## config.mk

```make
export PLATFORM = sky130hd
export DESIGN_NAME = tcp_dest_rewrite_checksum
export DESIGN_NICKNAME = d
export VERILOG_FILES = /design/src/hdl/tdrc_pkg.sv /design/src/hdl/tdrc_front.sv /design/src/hdl/tdrc_queue.sv /design/src/hdl/tdrc_back.sv /design/src/hdl/tcp_dest_rewrite_checksum.sv
export VERILOG_INCLUDE_DIRS = /design/src /design/src/hdl
export SDC_FILE = /design/constraint.sdc
export NUM_CORES = 1
export LEC_CHECK = 0
export ABC_CLOCK_PERIOD_IN_PS = 6300
export BUFFER_PORTS_ARGS = -buffer_cell sky130_fd_sc_hd__buf_4
export CAP_MARGIN = 20
export CORE_UTILIZATION = 40
export CTS_BUF_LIST = sky130_fd_sc_hd__clkbuf_8
export CTS_CLUSTER_SIZE = 10
export DETAILED_ROUTE_END_ITERATION = 12
export PLACE_DENSITY = 0.63
export SETUP_SLACK_MARGIN = 0.5
export SYNTH_ARGS = -nofsm -noshare
export SYNTH_HDL_FRONTEND = slang
export SYNTH_HIERARCHICAL = 1
export SYNTH_SLANG_ARGS = --single-unit
```

## constraint.sdc

```tcl
create_clock -name clk -period 6.3 [get_ports clk]
set_input_delay 0 -clock clk [delete_from_list [all_inputs] [get_ports clk]]
set_output_delay 0 -clock clk [all_outputs]
set_load 0.005 [all_outputs]
```

## src/hdl/assert_macros.svh

```systemverilog
// ----------------------------------------------------------------------------
// Assertion macros
// Shared concurrent assertion forms for the TCP destination rewrite block.
// ----------------------------------------------------------------------------
`ifndef ASSERT_MACROS_SVH
`define ASSERT_MACROS_SVH

`ifndef ASSERT_OFF
// Property that must hold at every clock edge outside reset.
`define ASSERT_ALWAYS(lbl, clk, rst_n, prop, msg) \
	lbl: assert property (@(posedge clk) disable iff (!rst_n) (prop)) else $error(msg);
// Implication checked on the next clock edge.
`define ASSERT_NEXT(lbl, clk, rst_n, ante, cons, msg) \
	lbl: assert property (@(posedge clk) disable iff (!rst_n) (ante) |=> (cons)) \
		else $error(msg);
`else
`define ASSERT_ALWAYS(lbl, clk, rst_n, prop, msg)
`define ASSERT_NEXT(lbl, clk, rst_n, ante, cons, msg)
`endif

`endif

```

## src/hdl/tdrc_pkg.sv

```systemverilog
// ----------------------------------------------------------------------------
// tdrc_pkg
// Types and constants shared by the TCP destination rewrite modules.
// ----------------------------------------------------------------------------
package tdrc_pkg;

	localparam logic [7:0]  PROTO_TCP      = 8'd6;
	localparam logic [15:0] MASK16         = 16'hFFFF;
	localparam logic [15:0] CKSUM_WORD_IDX = 16'd8;

	// Register indexes of the configuration port.
	typedef enum logic [1:0] {
		REG_BALANCER  = 2'd0,
		REG_BACKEND_0 = 2'd1,
		REG_BACKEND_1 = 2'd2
	} cfg_reg_t;

	// Summary of one finished segment, handed from front to back.
	typedef struct packed {
		logic        fwd;
		logic [31:0] dst;
		logic [31:0] src;
		logic [16:0] run_sum;
		logic [15:0] byte_cnt;
	} pkt_info_t;

endpackage

```

## src/hdl/tdrc_front.sv

```systemverilog
// ----------------------------------------------------------------------------
// tdrc_front
// Accumulates segment words and classifies the packet on its last word.
// ----------------------------------------------------------------------------
module tdrc_front
	import tdrc_pkg::*;
(
	input  logic              clk,
	input  logic              arst_n,
	input  logic              accept,
	input  logic [15:0]       seg_word,
	input  logic              odd_tail,
	input  logic              seg_last,
	input  logic [31:0]       ip_src,
	input  logic [31:0]       orig_dst_addr,
	input  logic [7:0]        ip_protocol,
	input  logic [15:0]       src_port,
	input  logic [31:0]       balancer_addr,
	input  logic [31:0]       backend_addr_0,
	input  logic [31:0]       backend_addr_1,
	output logic              push,
	output pkt_info_t         push_info
);

	logic [16:0] run_sum_q;
	logic [15:0] word_cnt_q;

	logic        odd;
	logic [15:0] word_masked;
	logic [15:0] word_used;
	logic [16:0] sum_nxt;
	logic [15:0] cnt_nxt;
	logic [16:0] bytes_raw;

	always_comb begin
		odd         = odd_tail & seg_last;
		word_masked = odd ? {seg_word[15:8], 8'h00} : seg_word;
		// The checksum field itself is summed as zero.
		word_used   = (word_cnt_q == CKSUM_WORD_IDX) ? 16'h0000 : word_masked;
		sum_nxt     = {1'b0, run_sum_q[15:0]} + {16'h0000, run_sum_q[16]}
			+ {1'b0, word_used};
		cnt_nxt     = (word_cnt_q == MASK16) ? word_cnt_q : word_cnt_q + 16'd1;
		bytes_raw   = {cnt_nxt, 1'b0} - {16'h0000, odd};
	end

	always_ff @(posedge clk or negedge arst_n) begin
		if (!arst_n) begin
			run_sum_q  <= '0;
			word_cnt_q <= '0;
		end else if (accept) begin
			if (seg_last) begin
				run_sum_q  <= '0;
				word_cnt_q <= '0;
			end else begin
				run_sum_q  <= sum_nxt;
				word_cnt_q <= cnt_nxt;
			end
		end
	end

	always_comb begin
		push               = accept & seg_last;
		push_info.fwd      = (orig_dst_addr == balancer_addr) && (ip_protocol == PROTO_TCP);
		push_info.dst      = src_port[0] ? backend_addr_1 : backend_addr_0;
		push_info.src      = ip_src;
		push_info.run_sum  = sum_nxt;
		push_info.byte_cnt = bytes_raw[16] ? MASK16 : bytes_raw[15:0];
	end

endmodule

```

## src/hdl/tdrc_queue.sv

```systemverilog
// ----------------------------------------------------------------------------
// tdrc_queue
// Short queue of segment summaries between the front and the back.
// ----------------------------------------------------------------------------
`include "assert_macros.svh"

module tdrc_queue
	import tdrc_pkg::*;
#(
	parameter int DEPTH = 4
) (
	input  logic      clk,
	input  logic      arst_n,
	input  logic      push,
	input  pkt_info_t push_info,
	output logic      full,
	output logic      pop_valid,
	input  logic      pop_ready,
	output pkt_info_t pop_info
);

	localparam int PTR_W = $clog2(DEPTH);
	localparam int CNT_W = $clog2(DEPTH + 1);

	pkt_info_t          entry_q [DEPTH];
	logic [PTR_W-1:0]   wr_ptr_q;
	logic [PTR_W-1:0]   rd_ptr_q;
	logic [CNT_W-1:0]   count_q;
	logic               pop;

	assign full      = (count_q == CNT_W'(DEPTH));
	assign pop_valid = (count_q != '0);
	assign pop       = pop_valid & pop_ready;
	assign pop_info  = entry_q[rd_ptr_q];

	always_ff @(posedge clk) begin
		if (push) begin
			entry_q[wr_ptr_q] <= push_info;
		end
	end

	always_ff @(posedge clk or negedge arst_n) begin
		if (!arst_n) begin
			wr_ptr_q <= '0;
			rd_ptr_q <= '0;
			count_q  <= '0;
		end else begin
			if (push) begin
				wr_ptr_q <= (wr_ptr_q == PTR_W'(DEPTH - 1)) ? '0 : wr_ptr_q + 1'b1;
			end
			if (pop) begin
				rd_ptr_q <= (rd_ptr_q == PTR_W'(DEPTH - 1)) ? '0 : rd_ptr_q + 1'b1;
			end
			if (push && !pop) begin
				count_q <= count_q + 1'b1;
			end else if (pop && !push) begin
				count_q <= count_q - 1'b1;
			end
		end
	end

	`ASSERT_ALWAYS(a_count_bound, clk, arst_n, count_q <= CNT_W'(DEPTH), "queue count overflow")
	`ASSERT_NEXT(a_push_grows, clk, arst_n, push && !pop, count_q == $past(count_q) + 1'b1, "push lost")
	`ASSERT_NEXT(a_pop_shrinks, clk, arst_n, pop && !push, count_q == $past(count_q) - 1'b1, "pop lost")

endmodule

```

## src/hdl/tdrc_back.sv

```systemverilog
// ----------------------------------------------------------------------------
// tdrc_back
// Adds the pseudo-header to the segment sum, folds and drives the result.
// ----------------------------------------------------------------------------
module tdrc_back
	import tdrc_pkg::*;
(
	input  logic        clk,
	input  logic        arst_n,
	input  logic        pop_valid,
	output logic        pop_ready,
	input  pkt_info_t   pop_info,
	output logic        out_valid,
	input  logic        out_ready,
	output logic        forward,
	output logic [31:0] new_dst_addr,
	output logic [15:0] new_checksum
);

	logic        valid_s1;
	logic        fwd_s1;
	logic [31:0] dst_s1;
	logic [18:0] sum_s1;

	logic        out_valid_q;
	logic        fwd_q;
	logic [31:0] dst_q;
	logic [15:0] cksum_q;

	logic        out_free;
	logic        s1_free;
	logic [18:0] sum_full;
	logic [16:0] fold1;
	logic [16:0] fold2;
	logic [16:0] fold3;

	assign out_free  = !out_valid_q || out_ready;
	assign s1_free   = !valid_s1 || out_free;
	assign pop_ready = s1_free;

	always_comb begin
		sum_full = {2'b00, pop_info.run_sum}
			+ {3'b000, pop_info.src[31:16]} + {3'b000, pop_info.src[15:0]}
			+ {3'b000, pop_info.dst[31:16]} + {3'b000, pop_info.dst[15:0]}
			+ {11'h000, PROTO_TCP} + {3'b000, pop_info.byte_cnt};
		fold1 = {1'b0, sum_s1[15:0]} + {14'h0000, sum_s1[18:16]};
		fold2 = {1'b0, fold1[15:0]} + {16'h0000, fold1[16]};
		fold3 = {1'b0, fold2[15:0]} + {16'h0000, fold2[16]};
	end

	always_ff @(posedge clk or negedge arst_n) begin
		if (!arst_n) begin
			valid_s1    <= 1'b0;
			out_valid_q <= 1'b0;
		end else begin
			if (s1_free) begin
				valid_s1 <= pop_valid;
			end
			if (out_free) begin
				out_valid_q <= valid_s1;
			end
		end
	end

	always_ff @(posedge clk) begin
		if (s1_free && pop_valid) begin
			fwd_s1 <= pop_info.fwd;
			dst_s1 <= pop_info.dst;
			sum_s1 <= sum_full;
		end
		if (out_free && valid_s1) begin
			fwd_q   <= fwd_s1;
			// A dropped packet reports zero address and checksum.
			dst_q   <= fwd_s1 ? dst_s1 : 32'h0000_0000;
			cksum_q <= fwd_s1 ? ~fold3[15:0] : 16'h0000;
		end
	end

	assign out_valid    = out_valid_q;
	assign forward      = fwd_q;
	assign new_dst_addr = dst_q;
	assign new_checksum = cksum_q;

endmodule

```

## src/hdl/tcp_dest_rewrite_checksum.sv

```systemverilog
// ----------------------------------------------------------------------------
// tcp_dest_rewrite_checksum
// Rewrites the TCP destination to a backend and recomputes the TCP checksum.
// ----------------------------------------------------------------------------
// The block takes one segment word per clock cycle, with no gaps needed
// between segments. The front adds each word into a 17-bit end-around-carry
// accumulator in the cycle it arrives; on the last word it classifies the
// packet and queues a summary. The back adds the pseudo-header in one stage
// and folds and complements in the next, after the summary queue. One result
// per cycle can drain while the output is ready. Input stalls only while
// the summary queue is full.
module tcp_dest_rewrite_checksum
	import tdrc_pkg::*;
#(
	parameter int QUEUE_DEPTH = 4
) (
	input  logic         clk,
	input  logic         arst_n,
	// tdata: seg_word[15:0], ip_src[47:16], orig_dst_addr[79:48],
	//        ip_protocol[87:80], src_port[103:88]
	input  logic [103:0] s_axis_tdata,
	input  logic         s_axis_tuser,   // odd_tail
	input  logic         s_axis_tlast,   // seg_last
	input  logic         s_axis_tvalid,
	output logic         s_axis_tready,
	// tdata: new_dst_addr[31:0], new_checksum[47:32]
	output logic [47:0]  m_axis_tdata,
	output logic         m_axis_tuser,   // forward
	output logic         m_axis_tvalid,
	input  logic         m_axis_tready,
	input  logic         cfg_valid,
	output logic         cfg_ready,
	input  logic [1:0]   cfg_index,
	input  logic [31:0]  cfg_data
);

	logic [31:0] balancer_addr_q;
	logic [31:0] backend_addr_0_q;
	logic [31:0] backend_addr_1_q;

	logic        accept;
	logic        push;
	logic        full;
	logic        pop_valid;
	logic        pop_ready;
	pkt_info_t   push_info;
	pkt_info_t   pop_info;
	logic [31:0] new_dst_addr;
	logic [15:0] new_checksum;

	assign cfg_ready     = 1'b1;
	assign s_axis_tready = !full;
	assign accept        = s_axis_tvalid & s_axis_tready;

	always_ff @(posedge clk or negedge arst_n) begin
		if (!arst_n) begin
			balancer_addr_q  <= '0;
			backend_addr_0_q <= '0;
			backend_addr_1_q <= '0;
		end else if (cfg_valid && cfg_ready) begin
			case (cfg_reg_t'(cfg_index))
				REG_BALANCER:  balancer_addr_q  <= cfg_data;
				REG_BACKEND_0: backend_addr_0_q <= cfg_data;
				REG_BACKEND_1: backend_addr_1_q <= cfg_data;
				default: ;
			endcase
		end
	end

	tdrc_front u_front (
		.clk            (clk),
		.arst_n         (arst_n),
		.accept         (accept),
		.seg_word       (s_axis_tdata[15:0]),
		.odd_tail       (s_axis_tuser),
		.seg_last       (s_axis_tlast),
		.ip_src         (s_axis_tdata[47:16]),
		.orig_dst_addr  (s_axis_tdata[79:48]),
		.ip_protocol    (s_axis_tdata[87:80]),
		.src_port       (s_axis_tdata[103:88]),
		.balancer_addr  (balancer_addr_q),
		.backend_addr_0 (backend_addr_0_q),
		.backend_addr_1 (backend_addr_1_q),
		.push           (push),
		.push_info      (push_info)
	);

	tdrc_queue #(
		.DEPTH (QUEUE_DEPTH)
	) u_queue (
		.clk       (clk),
		.arst_n    (arst_n),
		.push      (push),
		.push_info (push_info),
		.full      (full),
		.pop_valid (pop_valid),
		.pop_ready (pop_ready),
		.pop_info  (pop_info)
	);

	tdrc_back u_back (
		.clk          (clk),
		.arst_n       (arst_n),
		.pop_valid    (pop_valid),
		.pop_ready    (pop_ready),
		.pop_info     (pop_info),
		.out_valid    (m_axis_tvalid),
		.out_ready    (m_axis_tready),
		.forward      (m_axis_tuser),
		.new_dst_addr (new_dst_addr),
		.new_checksum (new_checksum)
	);

	assign m_axis_tdata = {new_checksum, new_dst_addr};

endmodule

```

Word level (Yosys, flattened, before mapping)
Memories as Yosys holds them, arrays and structs flattened. Cells that the tools add are included.

$add $sub $neg: 17. Multipliers: 0. Divide/modulo/power cells: 0. Order comparisons: 0. Equal/unequal tests: 9. Shift-type cells: 0. Mux-type cells: 13. Bitwise gates (word level): 5. Reduce and logical (&&, ||, !) cells: 18.

Operators by type and width (count): adder 19 x 16 -> 19 bit (4); two-way mux 16 bit (4); adder 16 x 1 -> 17 bit (2); == test 32 bit (1); two-way mux 32 bit (1); adder 19 x 3 -> 19 bit, second input constant (1); adder 17 x 16 -> 18 bit (1); adder 16 x 3 -> 17 bit (1); adder 17 x 16 -> 17 bit (1); two-way mux 17 bit (1); subtractor 17 x 1 -> 17 bit (1); adder 16 x 1 -> 16 bit (1); adder 16 x 1 -> 16 bit, second input constant (1); == test 16 bit, second input constant (1); == test 16 x 4 -> 1 bit, second input constant (1); inverter 16 bit (1); == test 8 x 3 -> 1 bit, second input constant (1); two-way mux 8 bit (1); == test 2 bit, second input constant (3); two-way mux 3 bit (2); AND reduction 2 bit (3); logical AND 1 bit (5); zero test 1 bit (5); adder 2 x 1 -> 2 bit, second input constant (2); other kinds (11) (17).

Bits in registers: 239. Bits in latches: 0. Bits in writable memories: 392. ROM bits: 0. Bits of input ports: 145. Output and inout port bits: 52. Logic and storage cells: 79. Memories kept: 1.

Memories: u_queue.entry_q (depth 4, width 98, read ports 1, clocked after Yosys merged registers in 0, write ports 1, line tdrc_queue.sv:25) `pkt_info_t entry_q [DEPTH];`.

Logic depth before layout (Yosys ltp)
Depth in word-level cells: 8. Gate-level depth with buffers: 22. Mapped depth without buffers: 20.

By module
The synthesis kept the hierarchy.

Modules (own cells, without submodules): tdrc_queue (times used 1, cells each 549, area each 14660.3 µm², sequential area each 11946.5 µm²); tdrc_back (times used 1, cells each 667, area each 7422.1 µm², sequential area each 3083.0 µm²); tdrc_front (times used 1, cells each 520, area each 4305.4 µm², sequential area each 825.8 µm²); tcp_dest_rewrite_checksum (times used 1, cells each 208, area each 3647.2 µm², sequential area each 2402.3 µm²).

Least setup slack after synthesis
No wires, ideal clock.

Kind: reg2reg. Start: register u_queue.rd_ptr_q[0]. End: register u_back.sum_s1[18], data pin. Library setup time: 259 ps. Arrival time: 5486 ps. Data required time: 6041 ps. Slack: 556 ps. Cell stages (with the launch flop): 23. Buffers on the path: 2. Clock period less this slack: 5744 ps. Cell sequence: dfrtp_1 -> buf_6 -> buf_12 -> mux4_2 -> inv_1 -> fa_1 -> inv_1 -> fa_1 -> inv_1 -> fa_1 -> inv_1 -> fa_1 -> ha_1 -> fa_1 -> a21o_1 -> a21oi_1 -> o21a_1 -> nor3_1 -> a41o_1 -> o211a_1 -> o21a_1 -> o2111a_1 -> a211o_1.

RTL lines: start, declared (line tdrc_queue.sv:27) `logic [PTR_W-1:0] rd_ptr_q;`; start signal, assigned (line tdrc_queue.sv:52) `rd_ptr_q <= (rd_ptr_q == PTR_W'(DEPTH - 1)) ? '0 : rd_ptr_q + 1'b1;`; end signal, assigned (line tdrc_back.sv:69) `sum_s1 <= sum_full;`; end, declared (line tdrc_back.sv:23) `logic [18:0] sum_s1;`.

==> metrics.txt <==
Worst Path Required=roughly 6.8 ns; GRT Max-Usage Layer=met2; worst min-delay path startpoint=s_axis_tdata[39]; largest cells by area after synthesis=edfxtp_1 (49%), dfrtp_1 (11%), mux4_2 (7.3%); Total GRT Usage=between 10% and 20%; slowest CP cell=fa_1; Crit. Startpoint=u_queue/rd_ptr_q[0]$_DFFE_PN0P_; CTS tree=yes; pre-CTS setup slack=0.2634 ns; max-slew violations=0; Max Freq=0.1766 GHz; RSZ-0062 raised after global routing=true; area fraction of the dominant cell type after synthesis=around half; CP startpoint kind=flop; Net Count, Synth=2223; gpl congestion=~0.84; Setup TNS=0 ns; Hold Crit Class=primary input to flop; vias=17023; post-placement cell count=just over 3000; initial antenna violation count=5; DRC=0; IO Pins=197; CP peak stage delay=0.54 ns; Arr. time, crit path=6.12 ns; clk sink count=approximately 630; CTS clock-pin slew for the worst setup and hold paths=about 0.060 ns; CTS Buffer Depth=3; vias per cell=about 5; number of global-route vias before repair=approximately 18000; met2 Use GR=30.10%; CP Max Fanout=13; Worst Skew=about 0.047 ns; die height=around 280 um; critical path type=flop to flop; H-tree depth=3; Worst setup EP type=flop; Synth Instances=between 1500 and 2000; share of cells above drive strength 1=between 20% and 30%; worst setup margin=0.6368 ns; Worst Max-Slew Pin Slew=approximately 1 ns; initial core utilization=around 40%; total CTS buffers=between 100 and 150; Warnings, synthesis=6; Max Cap Viol=0; Final min period=approximately 5.7 ns; Die Wd=between 200 and 300 um; count of cell types in the netlist=95; Post-synth EDFFs=493; max_slew headroom=between 30% and 40%; hpwl dp=between 40000 and 50000 um; Setup Viol. Count Final=0; row cnt=100; Routed wire per std cell=approximately 21 um; Period Utilization, post-route=between 80 and 90%; mean area per synthesized cell=15.45 um2; clock latency on the worst-skew pair=just over 0.7 ns; Seq/Total Area, Yosys=roughly three fifths; Critical R2R Launch=u_queue/rd_ptr_q[0]$_DFFE_PN0P_; Hold Vio Cnt, Final=0; first-pass GRT wire length=approximately 100000 um; Core Region=~74000 um2; port bufs=between 150 and 200; Iteration-0 DRC Markers=between 1000 and 1500; Area Growth Syn to Fin=17.57%; Yosys reg bits=around 630; Post-Syn Area=30040 um2; largest net degree at the start of global routing=81; global route overflow=0; ys flop type=edfxtp_1; async set-reset flop share out of synthesis=between 20% and 30%; Yosys top cell by area=edfxtp_1; fin cells=about 3300; Top cell by count, worst path=fa_1; DIE AREA=76190 um2; M1 GR Usage=about a quarter; status=finished clean; final wirelength=around 70000 um; Placed Instance Area=between 30000 and 40000 um2; Detailed Routing Iterations Pass 1=7; Final Instance Area=35310 um2; ANT nets after route=0; GRT met3 Usage=under 10%; clock root buffer=clkbuf_8; Final #Nets=2542; Critical Path, Cell by Cell=buf_4 > bufbuf_16 > mux4_2 > fa_1 > inv_1 > fa_1 > inv_1 > fa_1 > ha_1 > ha_1 > a21o_1 > a21oi_2 > o21a_1 > nor3_2 > a41o_1 > o211a_1 > o21a_1 > o2111a_1 > a211o_1
[kinds of logic (layout without fill, tap and decap cells)]
kind of cell             Yosys count  count (layout)  share of synthesized area, %
flip-flops                       631             631                         60.79
AND/OR/NAND/NOR                  353             353                         6.707
buffers and inverters            292             697                         5.049
multiplexers                     240             240                         12.64
AO/OA/AOI/OAI                    190             190                         4.537
adder cells (fa/ha/maj)          135             135                         7.290
XOR/XNOR                         102             102                         2.974
other                              1               2                       0.01249
[cells in the mapped netlist, types with 17 or more instances]
cell type and count:
ha_1 67, nand2_1 47, and2_1 56, nor2_1 54
edfxtp_1 493, fa_1 67, buf_4 39, and3_1 17
nor4_1 23, o21ai_0 25, nor3_1 25, mux2_2 133
inv_1 194, xor2_1 49, dfrtp_1 138, nor2b_1 19
xnor2_1 53, mux4_2 98, nand3_1 32, a21oi_1 40
[cell usage in the layout (no fill, tap or decap), drive strengths merged, types with 39 or more instances in the layout]
cell	synthesis	layout
fa	67	67
clkbuf	18	108
ha	67	67
dfrtp	138	138
nand2	58	58
a21oi	40	40
and2	56	56
xnor2	53	53
inv	195	232
dlygate4sd3	0	89
mux4	98	98
edfxtp	493	493
xor2	49	49
clkinv	1	39
nor2	55	55
buf	78	219
mux2	135	135
[timing repair]
item / 4_1_cts / 5_1_grt
hold endpoints to repair: 448 / 0
resized for setup: 6 / 16
hold buffers: 90 / 0
setup endpoints to repair: 5 / 5
setup buffers: 6 / 4
cloned: 1 / 0
pin swaps: 0 / 15
[through the flow]
stage	hold slack, ns	utilization [%]
finish	0.05696	47.51
global route	0.03459	47.51
CTS	0.001538	47.37
detailed placement	0.09867	43.17
global placement	0.08455	43.17
floorplan	-0.2956	-
[worst max-delay path, delay by kind of cell, from the launching register on]
kind            cells  cell delay [ns]
buf+inv             4             0.56
mux                 1             0.53
flops               1             0.46
simple gates        1             0.06
compound gates      8             1.60
fa+ha+maj           5             2.19
[layout make-up]
type	instances	area [um2]
inverter	196	735.7
clock inverter	84	591.8
antenna	1	2.502
fill	6449	39010
sequential	631	18270
multi-input combinational	1021	10340
clock buffer	108	1486
timing repair buffer	309	2679
tap	969	1212
[final timing paths]
check / to / slack, ns / cells past startpoint
worst min-delay path: u_queue/entry_q[0][56]$_DFFE_PP_ / 0.06 / 2
worst max-delay path: u_back/sum_s1[18]$_DFFE_PP_ / 0.64 / 19
max in group asynchronous: u_front/run_sum_q[9]$_DFFE_PN0P_ / 4.98 / 4
min in group asynchronous: balancer_addr_q[20]$_DFFE_PN0P_ / 0.52 / 4
worst max register to register: u_back/sum_s1[18]$_DFFE_PP_ / 0.64 / 19
worst min register to register: backend_addr_0_q[0]$_DFFE_PN0P_ / 0.50 / 1
[routing by layer]
| metal | wire, um | vias to the layer above | share of wire (%) |
|---|---|---|---|
| li1 | - | 7833 | - |
| met1 | 29640 | 8670 | 44 |
| met2 | 33730 | 397 | 50 |
| met3 | 3152 | 115 | 4.6 |
| met4 | 1469 | 8 | 2.2 |
| met5 | 55 | - | 0.081 |
[state kept, by name, summed over array words and instances (netlist names)]
register	count
u_front/run_sum_q	17
u_back/out_valid	1
backend_addr_0_q	32
u_back/forward	1
u_front/word_cnt_q	16
u_queue/wr_ptr_q	2
u_back/sum_s1	19
u_back/new_checksum	16
balancer_addr_q	32
backend_addr_1_q	32
u_queue/entry_q	392
u_queue/rd_ptr_q	2
u_queue/count_q	3
u_back/dst_s1	32
u_back/valid_s1	1
u_back/new_dst_addr	32
u_back/fwd_s1	1
Power is not shown: default switching activity piles up to over one toggle a cycle in this logic, so the estimate is an artifact.
